==> src/rtl/lobm_ram.sv <==
// generic single-port write, single-port registered read ram
`timescale 1ns / 1ps
`default_nettype none
module lobm_ram #(
    parameter int WIDTH = 8,
    parameter int DEPTH = 16
) (
    input  wire logic                     clk,
    input  wire logic                     we,
    input  wire logic [$clog2(DEPTH)-1:0] waddr,
    input  wire logic [WIDTH-1:0]         wdata,
    input  wire logic [$clog2(DEPTH)-1:0] raddr,
    output logic      [WIDTH-1:0]         rdata
);
    logic [WIDTH-1:0] mem [DEPTH];

    always_ff @(posedge clk)
    begin
        if (we)
        begin
            mem[waddr] <= wdata;
        end
        rdata <= mem[raddr];
    end
endmodule
`default_nettype wire

==> config.mk <==
export PLATFORM = sky130hd
export DESIGN_NAME = lobm_ram
export DESIGN_NICKNAME = d
export VERILOG_FILES = /design/src/rtl/lobm_ram.sv
export SDC_FILE = /design/constraint.sdc
export NUM_CORES = 1
export LEC_CHECK = 0
export BUFFER_PORTS_ARGS = -buffer_cell sky130_fd_sc_hd__buf_2
export CAP_MARGIN = 5
export CORE_MARGIN = 4
export CORE_UTILIZATION = 35
export DETAILED_ROUTE_END_ITERATION = 6
export GPL_TIMING_DRIVEN = 0
export PLACE_DENSITY = 0.52
export SYNTH_ARGS = -nofsm -noshare
export SYNTH_HDL_FRONTEND = slang
export SYNTH_SLANG_ARGS = --single-unit
==> constraint.sdc <==
create_clock -name clk -period 1.62 [get_ports clk]
set_input_delay 0.081 -clock clk [delete_from_list [all_inputs] [get_ports clk]]
set_output_delay 0.081 -clock clk [all_outputs]
set_load 0.02 [all_outputs]
# Word-level counts from Yosys, hierarchy flattened
# Memories as Yosys holds them, arrays and structs flattened. A register that Yosys moved wholly into a read port is not among the register bits.
# Index checks and enable logic that the tools add are counted.
# op_classes
n_mux,2
# op_table
op,count
$mux 1,2
# word_totals
ramBits,128
word_cells,3
inputBits,18
register_bits,0
output_inout_bits,8
memories,1
# memory_table
name,depth,word_bits,rd,rd_clocked_by_memory_dff,wr,line,rtl
mem,16,8,1,1,1,15,logic [WIDTH-1:0] mem [DEPTH];

# Logic depth before layout (Yosys ltp)
# Gate-level depths: netlist (run 1).
# logic_depth
ltp_word,2
mapped_depth,5
depth_no_buf,3

# Worst setup path before layout (run 1)
# No wires, ideal clock.
# synth_timing
path_kind,input port to flip-flop
from,in waddr[2]
to,mem mem[0][0] (enable)
arrival_ns,1.191
cell_stages,2
setup_slack_ns,0.046
cell_sequence,or3b_2 > nor3_1
# synth_rtl
element,line,rtl
"start, declared",10,"input wire logic [$clog2(DEPTH)-1:0] waddr,"
"end, declared",15,
# No word-level cell before the write port.

# Worst setup path in the final report (run 1)
# layout_timing
from,in waddr[2]
to,mem mem[0][7] (enable)
# No word-level cell before the write port.

==> results of run 1 <==
## routing by layer
metal  global-route usage (%)  wire (um)  up-vias
met4                    4.262         82        0
met2                    21.49       5261       56
met3                    4.575        508        5
li1                         -          -     1062
met1                    18.20       4743     1256
met5                        0          0        -
## kinds of logic (layout without fill, tap and decap cells)
logic type | after synthesis | after routing | synth area share, %
AND/OR/NAND/NOR | 35 | 35 | 3.184
buffers and inverters | 10 | 69 | 1.677
multiplexers | 32 | 32 | 15.02
AO/OA/AOI/OAI | 16 | 16 | 2.334
flip-flops | 136 | 136 | 77.78
## path summary, 6_finish.rpt
check,from,endpoint,slack [ns]
setup / recovery,waddr[2],mem[0][7]$_DFFE_PP_,0.12
hold / removal,wdata[5],mem[12][5]$_DFFE_PP_,0.08
setup reg to reg,mem[1][2]$_DFFE_PP_,rdata[2]$_DFF_P_,0.14
hold reg to reg,mem[15][2]$_DFFE_PP_,rdata[2]$_DFF_P_,0.68
## per-stage QoR
stage | setup WS, ns | setup TNS, ns | instances | total power, mW
finish | 0.1207 | 0 | 472 | 8.139
global route | 0.02352 | 0 | 472 | 8.427
CTS | 0.09852 | 0 | 471 | 8.222
detailed placement | -0.3293 | -11.86 | 439 | 4.442
global placement | -0.6504 | -16.40 | 437 | 4.431
floorplan | 0.04613 | 0 | 229 | 4.252
## flip-flops by register name, summed over array words and instances, names as in the netlist
register	flops
mem	128
rdata	8
## area by class of cell
class | instances | area, um^2 | share of cell area (%)
sequential | 136 | 4004 | 65.60
multi-input combinational | 83 | 1062 | 17.40
clock buffer | 22 | 454.2 | 7.442
tap | 184 | 230.2 | 3.772
timing repair buffer | 27 | 140.1 | 2.296
clock inverter | 10 | 126.4 | 2.071
buffer | 10 | 86.33 | 1.415
## layout by cell type, fill, tap and decap left out
| cell | synthesis | final |
|---|---|---|
| edfxtp_1 | 128 | 128 |
| nor2b_1 | 1 | 1 |
| nor2_1 | 13 | 13 |
| nand3_1 | 1 | 1 |
| clkdlybuf4s25_2 | 3 | 3 |
| bufinv_16 | 0 | 3 |
| nand2b_1 | 2 | 2 |
| clkbuf_16 | 0 | 17 |
| nor3_2 | 0 | 1 |
| nand2_1 | 9 | 9 |
| mux4_1 | 14 | 14 |
| clkinv_2 | 0 | 5 |
| and2_1 | 1 | 1 |
| nand3b_1 | 2 | 2 |
| clkbuf_1 | 0 | 4 |
| buf_2 | 3 | 28 |
| clkbuf_8 | 0 | 1 |
| a22oi_1 | 16 | 16 |
| and2b_1 | 1 | 1 |
| buf_6 | 3 | 3 |
| mux4_2 | 18 | 18 |
| dfxtp_1 | 8 | 8 |
| or3b_2 | 1 | 1 |
| clkinv_1 | 0 | 1 |
| clkinvlp_4 | 0 | 1 |
| nor3_1 | 4 | 3 |
| buf_4 | 1 | 3 |
## power groups by stage
| stage | clock, mW | combinational, mW | sequential, mW |
|---|---|---|---|
| 6_report | 3.78 | 0.406 | 3.96 |
| 5_1_grt | 4.03 | 0.440 | 3.96 |
| 4_1_cts | 3.85 | 0.415 | 3.96 |
| 3_5_place_dp | 0 | 0.414 | 4.03 |
| 3_3_place_gp | 0 | 0.407 | 4.02 |
| 2_1_floorplan | 0 | 0.200 | 4.05 |
==> impl_results.md, run 1 <==
- Share of the synthesized area in the top cell type: 74.67%
- GR Util All Layers: a little over an eighth
- Num CTS Buffers: 17
- Clock-pin slew on the worst setup and hold paths: approximately 0.06 ns
- Flop pwr share: roughly 49%
- Crit path depth: 4
- Fillcell total: 1273
- IO buf count: 24
- Core Region: around 0.014 mm^2
- Post-synth top cells: 128 x edfxtp_1, 18 x mux4_2, 16 x a22oi_1, 14 x mux4_1, 13 x nor2_1
- Final hold viol count: 0
- Yosys warns: 0
- Worst EP arrival: between 1.5 and 2 ns
- RSZ-0062 raised after global routing: no
- Final worst-path cycle share: slightly above 90%
- Area of the mapped netlist: 0.005147 mm^2
- Nature of the critical path startpoint: input pin
- Die area: 0.01671 mm^2
- CP top delay family: simple AND/OR/NAND/NOR gates
- Ports: 26
- Routed Antenna Nets: 0
- CTS tree: built
- Vias in the first global route: between 2000 and 2500
- Hpwl dp: approximately 6800 um
- Final Util: 42.15%
- Number of synthesized flops with an enable pin: between 100 and 150
- Clock sink count: ~140
- Max Root-Sink Buffers: 2
- # DRC: 0
- Synth-to-layout area growth: 18.57%
- Post-synthesis sequential area ratio: between 70% and 80%
- Asr flop ratio synth: 0%
- Share of cells above drive strength 1: between 20% and 30%
- Pwr Density: ~1300 mW/mm^2
- Clk network pwr share: a little under half
- Diodes inserted: 0
- CTS Hold Bufs: 0
- Slew at the pin closest to its max-slew limit: 0.8524 ns
- Worst R2R Path Depth: 3
- Syn nets: between 200 and 250
- Leading area contributor after synthesis: edfxtp_1
- LEAKAGE: around 2 nW
- Die height: 129.3 um
- Routed len/inst: roughly 22 um
- Net Switching: roughly 1.6 mW
- Sw frac: between 10% and 20%
- Post-Syn Area per Cell: 22.48 um^2
- Pint: around 6.5 mW
- Starting density of the core: between 30% and 40%
- Largest net degree at the start of global routing: 17
- Vias per Instance: a little over 5
- Initial antenna violation count: 0
- Worst slew margin: between 40% and 50%
- Netlist cell types: 19
- Max Slew Vio Count: 0
- Clk_skew: 0.009954 ns
- Num rows: 44
- Top FF cell, synth: edfxtp_1
- Die width: ~130 um
- Count leader, synth: edfxtp_1
- Crit end category: register
- Hold Slack: between 0.08 and 0.09 ns
- Routability cong.: between 0.7 and 0.8
- Max_cap viols: 0
- Comb pwr share: under 10%
- WL final: ~11000 um
- Critical-path cell list: buf_2, or3b_2, nor3_1, buf_4
- Status: completed
- FF+latch count, synth: ~140
- Kind of critical path: input pin to register
- CP max-delay cell: nor3_1
- H-tree levels: 4
- Instance count of the mapped netlist: between 200 and 250
- Post-layout min period: 1.499 ns
- Grt total ovfl: 0
- PostCTS Resize Cnt: 0
- Buffers & Inverters on Critical Path: 2
- Via Count: 2379
- Placed Instance Area: between 0.005 and 0.006 mm^2
- Pre-antenna DRT Iters: 7
- CTS root buf: clkbuf_16
- Crit path max fanout: 5
- # setup viols final: 0
- HP Class: input pin to register
- FMAX: roughly 670 MHz
- Finished Cell Area: 0.006103 mm^2
- WHS Path Cells: 1
- Top cells by area, synth: edfxtp_1 75%, mux4_2 7.9%, mux4_1 7.1%, dfxtp_1 3.1%, a22oi_1 2.3%
- Worst endpoint required time: ~1.7 ns
- CP peak stage delay: a little over 0.6 ns
- Post-CTS setup buffers: 0
- Worst vdd ir: between 0.001 and 0.0015 V
- First-pass GRT wire length: 15890 um
- Initial drt markers: around 170
- Skew-Pair Late Insertion Delay: ~0.4 ns
- Nets: 293
(Power assumes the default switching activity.)
==> run 2: changes to the inputs <==
--- a/config.mk
+++ b/config.mk
@@ -5,7 +5,7 @@
 export SDC_FILE = /design/constraint.sdc
 export NUM_CORES = 1
 export LEC_CHECK = 0
-export BUFFER_PORTS_ARGS = -buffer_cell sky130_fd_sc_hd__buf_2
+export BUFFER_PORTS_ARGS = -buffer_cell sky130_fd_sc_hd__clkbuf_2
 export CAP_MARGIN = 5
 export CORE_MARGIN = 4
 export CORE_UTILIZATION = 35
==> run 2 against run 1 <==
Net effect:
- core utilization is 0.26 points higher
- register-to-register slack improved by 0.02 ns
- largest power group unchanged
- maximum frequency rose by 2.7%
- routed wire length decreased by 1.2%
- non-clock buffer count unchanged
- design area is 0.62% higher
- cell count is the same
- clock skew fell by 0.0046 ns
- clock power grew 4%
==> impl_results.md, run 2 (synthesis results as in run 1) <==
- Status: completed
- Worst slew margin: 41.31% (-1.7 points)
- Worst R2R Path Depth: 3 (unchanged)
- Clock-pin slew on the worst setup and hold paths: 0.06 ns (about the same)
- Post-layout min period: 1.461 ns (-0.03875 ns)
- Most common cell after layout, fill and taps aside: edfxtp_1
- CTS Hold Bufs: 0 (unchanged)
- Max Root-Sink Buffers: 2 (unchanged)
- CP peak stage delay: 0.54 ns (-0.07 ns)
- Reg2reg start: mem[1][2]$_DFFE_PP_
- Reg2reg setup slack: 0.16 ns (+0.02 ns)
- First-pass GRT wire length: 15550 um (-2.1%)
- # setup viols final: 0 (unchanged)
- Met1 Use GR: 17.26% (-0.94 points)
- CP top delay family: multiplexers
- RSZ-0062 raised after global routing: no
- Clk_skew: 0.005323 ns (-0.004631 ns)
- Hold Slack: 0.1528 ns (+0.07033 ns)
- Routing usage on met2: 21.13% (-0.37 points)
- Worst endpoint required time: 1.91 ns (+0.18 ns)
- Nets: 293 (unchanged)
- Setup crit end: rdata[2]$_DFF_P_
- Die area: 0.01671 mm^2 (unchanged)
- Kind of critical path: register to register
- Vias in the first global route: 2495 (unchanged)
- Global routing's busiest layer: met2
- Core Region: 0.01448 mm^2 (unchanged)
- Max_cap viols: 0 (unchanged)
- Grt total ovfl: 0 (unchanged)
- Final worst-path cycle share: 90.16% (-2.4 points)
- Num rows: 44 (unchanged)
- Routability cong.: 0.7726 (-1.1%)
- Final hold viol count: 0 (unchanged)
- Nature of the critical path startpoint: register
- Largest register by flop count: mem
- Placed cells: 439 (unchanged)
- CTS tree: built
- Setup_tns: 0 ns (unchanged)
- Largest net degree at the start of global routing: 17 (unchanged)
- CTS root buf: clkbuf_16
- Starting density of the core: 35.55% (unchanged)
- Routed len/inst: 22.19 um (-1.2%)
- Commonest cells after routing, fill and taps aside: 128 x edfxtp_1, 24 x clkbuf_2, 18 x mux4_2, 17 x clkbuf_16, 16 x a22oi_1
- Crit path depth: 3 (-1)
- CP max-delay cell: mux4_1
- Ports: 26 (unchanged)
- Pwr Density: 1353 mW/mm^2 (+1.5%)
- Initial antenna violation count: 0 (unchanged)
- Die width: 129.3 um (unchanged)
- Share of cells above drive strength 1: 29.86% (+0.69 points)
- Largest register FFs: 128 (unchanged)
- Max Slew Vio Count: 0 (unchanged)
- LEAKAGE: 2.049 nW (+0.37%)
- Finished Cell Area: 0.006141 mm^2 (+0.62%)
- Crit end category: register
- Num CTS Buffers: 17 (unchanged)
- Crit path max fanout: 1 (-4)
- # DRC: 0 (unchanged)
- PostCTS Resize Cnt: 0 (unchanged)
- Buffers & Inverters on Critical Path: 0 (-2)
- Regs by FF count: mem: 128 flops, rdata: 8 flops
- Worst vdd ir: 0.0007204 V (-30%)
- Worst setup startpoint: mem[1][2]$_DFFE_PP_
- Diodes inserted: 0 (unchanged)
- Fin cells: 472 (unchanged)
- Routed Antenna Nets: 0 (unchanged)
- Synth-to-layout area growth: 19.30%
- Fillcell total: 1235 (-3.0%)
- WL final: 10470 um (-1.2%)
- FMAX: 684.7 MHz (+2.7%)
- Initial drt markers: 199 (+19%)
- Clock sink count: 136 (unchanged)
- Worst EP arrival: 1.75 ns (+0.14 ns)
- Via Count: 2350 (-1.2%)
- IO buf count: 24 (unchanged)
- Vias per Instance: 4.979 (-1.2%)
- Hold path start: wdata[5]
- Pre-antenna DRT Iters: 4 (-3)
- H-tree levels: 4 (unchanged)
- Hpwl dp: 6730 um (-0.67%)
- Worst reg2reg path endpoint: rdata[2]$_DFF_P_
- Skew-Pair Late Insertion Delay: 0.41 ns (about the same)
- Critical-path cell list: mux4_1, a22oi_1, nand2_1
- GR Util All Layers: 13.40% (-0.30 points)
- Placed Instance Area: 0.005513 mm^2 (unchanged)
- HP Class: input pin to register
- Die height: 129.3 um (unchanged)
- Post-CTS setup buffers: 0 (unchanged)
- GR Util met3: 4.988% (+0.41 points)
- Slew at the pin closest to its max-slew limit: 0.8771 ns (+0.02472 ns)
-- run 2: area by class of cell --
cell class                      count  area [um^2]  share of cell area [%]
Tap cell                          184        230.2                   3.749
Clock buffer                       18        429.2                   6.989
Buffer                             10        86.33                   1.406
Multi-Input combinational cell     83         1067                   17.38
Sequential cell                   136         4004                   65.20
Clock inverter                     14        181.4                   2.954
Timing Repair Buffer               27        142.6                   2.323
-- run 2: worst min path at each step --
stage | end | slack, ns | cells past startpoint
final | mem[14][5]$_DFFE_PP_ | 0.15 | 1
after global routing | mem[4][5]$_DFFE_PP_ | 0.16 | 1
after CTS | mem[14][5]$_DFFE_PP_ | 0.14 | 1
after detailed placement | rdata[1] | 0.50 | 1
after floorplan | mem[0][0]$_DFFE_PP_ | 0.18 | 0
after global placement | rdata[7] | 0.50 | 1
-- run 2: power breakdown --
group | leakage (nW) | total [mW] | internal [mW] | switching, mW
Clock | 0.288 | 3.95 | 2.55 | 1.40
Sequential | 1.22 | 3.96 | 3.94 | 0.0210
Combinational | 0.537 | 0.403 | 0.157 | 0.246
Total | 2.05 | 8.31 | 6.65 | 1.66
-- run 2: through the flow --
step	util [%]	power [mW]	setup WS [ns]
6_report	42.41	8.311	0.1595
5_1_grt	42.41	8.569	0.07000
4_1_cts	42.29	8.384	0.04638
3_5_place_dp	38.07	4.442	-0.3612
3_3_place_gp	37.97	4.430	-0.6037
2_1_floorplan	-	4.252	0.04613
-- run 2: routing by layer --
metal / wire (um) / up-vias
met4: 121 / 0
li1: - / 1065
met3: 581 / 8
met2: 5197 / 53
met5: 0 / -
met1: 4573 / 1224
==> run 3: changes to the inputs <==
--- a/config.mk
+++ b/config.mk
@@ -12,6 +12,7 @@
 export DETAILED_ROUTE_END_ITERATION = 6
 export GPL_TIMING_DRIVEN = 0
 export PLACE_DENSITY = 0.52
+export REMOVE_ABC_BUFFERS = 1
 export SYNTH_ARGS = -nofsm -noshare
 export SYNTH_HDL_FRONTEND = slang
 export SYNTH_SLANG_ARGS = --single-unit
==> run 3 against run 2 <==
Net effect:
- sequential share of layout area grew 1.7 points
- setup slack lost 0.045 ns
- sequential power is essentially flat
- sequential cell count is the same
- register-to-register slack gained 0.03 ns
- cell count shrank 2.5%
- via count shrank 1.2%
- hold slack lost 0.050 ns
- non-clock buffer count shrank 11
- global-route usage shrank 0.14 points
- combinational power shrank 6.7%
- critical endpoint is now rdata[0]$_DFF_P_
==> impl_results.md, run 3 (synthesis results as in run 1) <==
- Crit path max fanout: 32 (+31)
- Ports: 26 (unchanged)
- Core Region: 0.01448 mm^2 (unchanged)
- LEAKAGE: 1.976 nW (-3.6%)
- First-pass GRT wire length: 15210 um (-2.2%)
- Max_cap viols: 0 (unchanged)
- Nature of the critical path startpoint: input pin
- Worst EP arrival: 1.77 ns (+0.02 ns)
- Clk_skew: 0.006572 ns (+0.001249 ns)
- Initial drt markers: 172 (-14%)
- PostCTS Resize Cnt: 1 (+1)
- Post-Place Worst Slack: -0.7055 ns (-0.3442 ns)
- Kind of critical path: input pin to register
- Die width: 129.3 um (unchanged)
- H-tree levels: 4 (unchanged)
- Vias per Instance: 5.046 (+1.3%)
- Grt total ovfl: 0 (unchanged)
- Skew-Pair Late Insertion Delay: 0.41 ns (about the same)
- Nets: 282 (-3.8%)
- IO buf count: 25 (+4.2%)
- Worst slew margin: 33.95% (-7.4 points)
- CTS root buf: clkbuf_16
- Clock sink count: 136 (unchanged)
- Pre-antenna DRT Iters: 4 (unchanged)
- Most common cell after layout, fill and taps aside: edfxtp_1
- Pwr Density: 1314 mW/mm^2 (-2.9%)
- HP Class: input pin to register
- Hpwl dp: 6201 um (-7.9%)
- Die area: 0.01671 mm^2 (unchanged)
- Via Count: 2321 (-1.2%)
- Final Power: 7.871 mW (-5.3%)
- Largest net degree at the start of global routing: 33 (+16)
- Initial antenna violation count: 1 (+1)
- Regs by FF count: mem: 128 flops, rdata: 8 flops
- Post-layout min period: 1.506 ns (+0.04524 ns)
- Vias in the first global route: 2422 (-2.9%)
- Num CTS Buffers: 17 (unchanged)
- Max Slew Vio Count: 0 (unchanged)
- Slew at the pin closest to its max-slew limit: 0.9908 ns (+0.1137 ns)
- Commonest cells after routing, fill and taps aside: 128 x edfxtp_1, 24 x clkbuf_2, 18 x mux4_2, 17 x clkbuf_16, 16 x a22oi_1
- # setup viols final: 0 (unchanged)
- Post-CTS setup buffers: 0 (unchanged)
- Clock-pin slew on the worst setup and hold paths: 0.05 ns (about the same)
- Final worst slack: 0.1142 ns (-0.04524 ns)
- Synth-to-layout area growth: 16.33%
- Starting density of the core: 35.55% (unchanged)
- Largest register FFs: 128 (unchanged)
- Setup_tns: 0 ns (unchanged)
- Share of cells above drive strength 1: 26.09% (-3.8 points)
- RSZ-0062 raised after global routing: no
- Routed Antenna Nets: 0 (unchanged)
- Fillcell total: 1283 (+3.9%)
- WL final: 10310 um (-1.6%)
- Max Root-Sink Buffers: 2 (unchanged)
- CTS Hold Bufs: 0 (unchanged)
- Worst vdd ir: 0.0007480 V (+3.8%)
- Num rows: 44 (unchanged)
- # DRC: 0 (unchanged)
- Worst endpoint required time: 1.88 ns (-0.03 ns)
- Routed len/inst: 22.41 um (+0.97%)
- Routability cong.: 0.7121 (-7.8%)
- Diodes inserted: 0 (unchanged)
- FMAX: 664.1 MHz (-3.0%)
- CTS tree: built
- Final hold viol count: 0 (unchanged)
- Die height: 129.3 um (unchanged)
- Hold Slack: 0.1025 ns (-0.05034 ns)
- Final worst-path cycle share: 92.95% (+2.8 points)
- Crit end category: register
- Status: completed
- Largest register by flop count: mem
- GR Util All Layers: 13.25% (-0.14 points)
- Final Util: 41.36% (-1.1 points)
## run 3: final timing paths
kind                       start             endpoint  slack, ns  cells past startpoint
min reg2reg  mem[4][3]$_DFFE_PP_     rdata[3]$_DFF_P_       0.67                      3
max                     raddr[0]     rdata[0]$_DFF_P_       0.11                      4
max reg2reg  mem[0][0]$_DFFE_PP_     rdata[0]$_DFF_P_       0.19                      3
min                     wdata[3]  mem[7][3]$_DFFE_PP_       0.10                      1
## run 3: layout make-up
type	count	area (um^2)	area share, %
clock buffers	28	506.7	8.462
clock inverters	3	40.04	0.6686
multi-input cells	83	1072	17.91
flip-flops and latches	136	4004	66.86
well taps	184	230.2	3.845
repair buffers	26	135.1	2.257
## run 3: routing by layer
metal  track usage, %  part of all wire (%)
met3            4.988                   5.1
met1            18.04                    47
met2            19.76                    47
met5                0                  0.13
met4            4.447                  0.95
## run 3: critical path, stage by stage
cell and delay, ns:
clkbuf_4 0.58, mux4_1 0.63, a22oi_1 0.29, nand2_1 0.16
## run 3: power breakdown
| part | total [mW] | switching, mW | internal [mW] |
|---|---|---|---|
| clock network | 3.54 | 1.28 | 2.26 |
| logic | 0.376 | 0.235 | 0.141 |
| registers | 3.96 | 0.0199 | 3.94 |
| total | 7.87 | 1.53 | 6.34 |
## run 3: stage by stage
stage	instance area, um^2	cells
floorplan	5061	219
finish	5988	460
detailed placement	5439	429
global route	5988	460
CTS	5988	460
global placement	5416	428
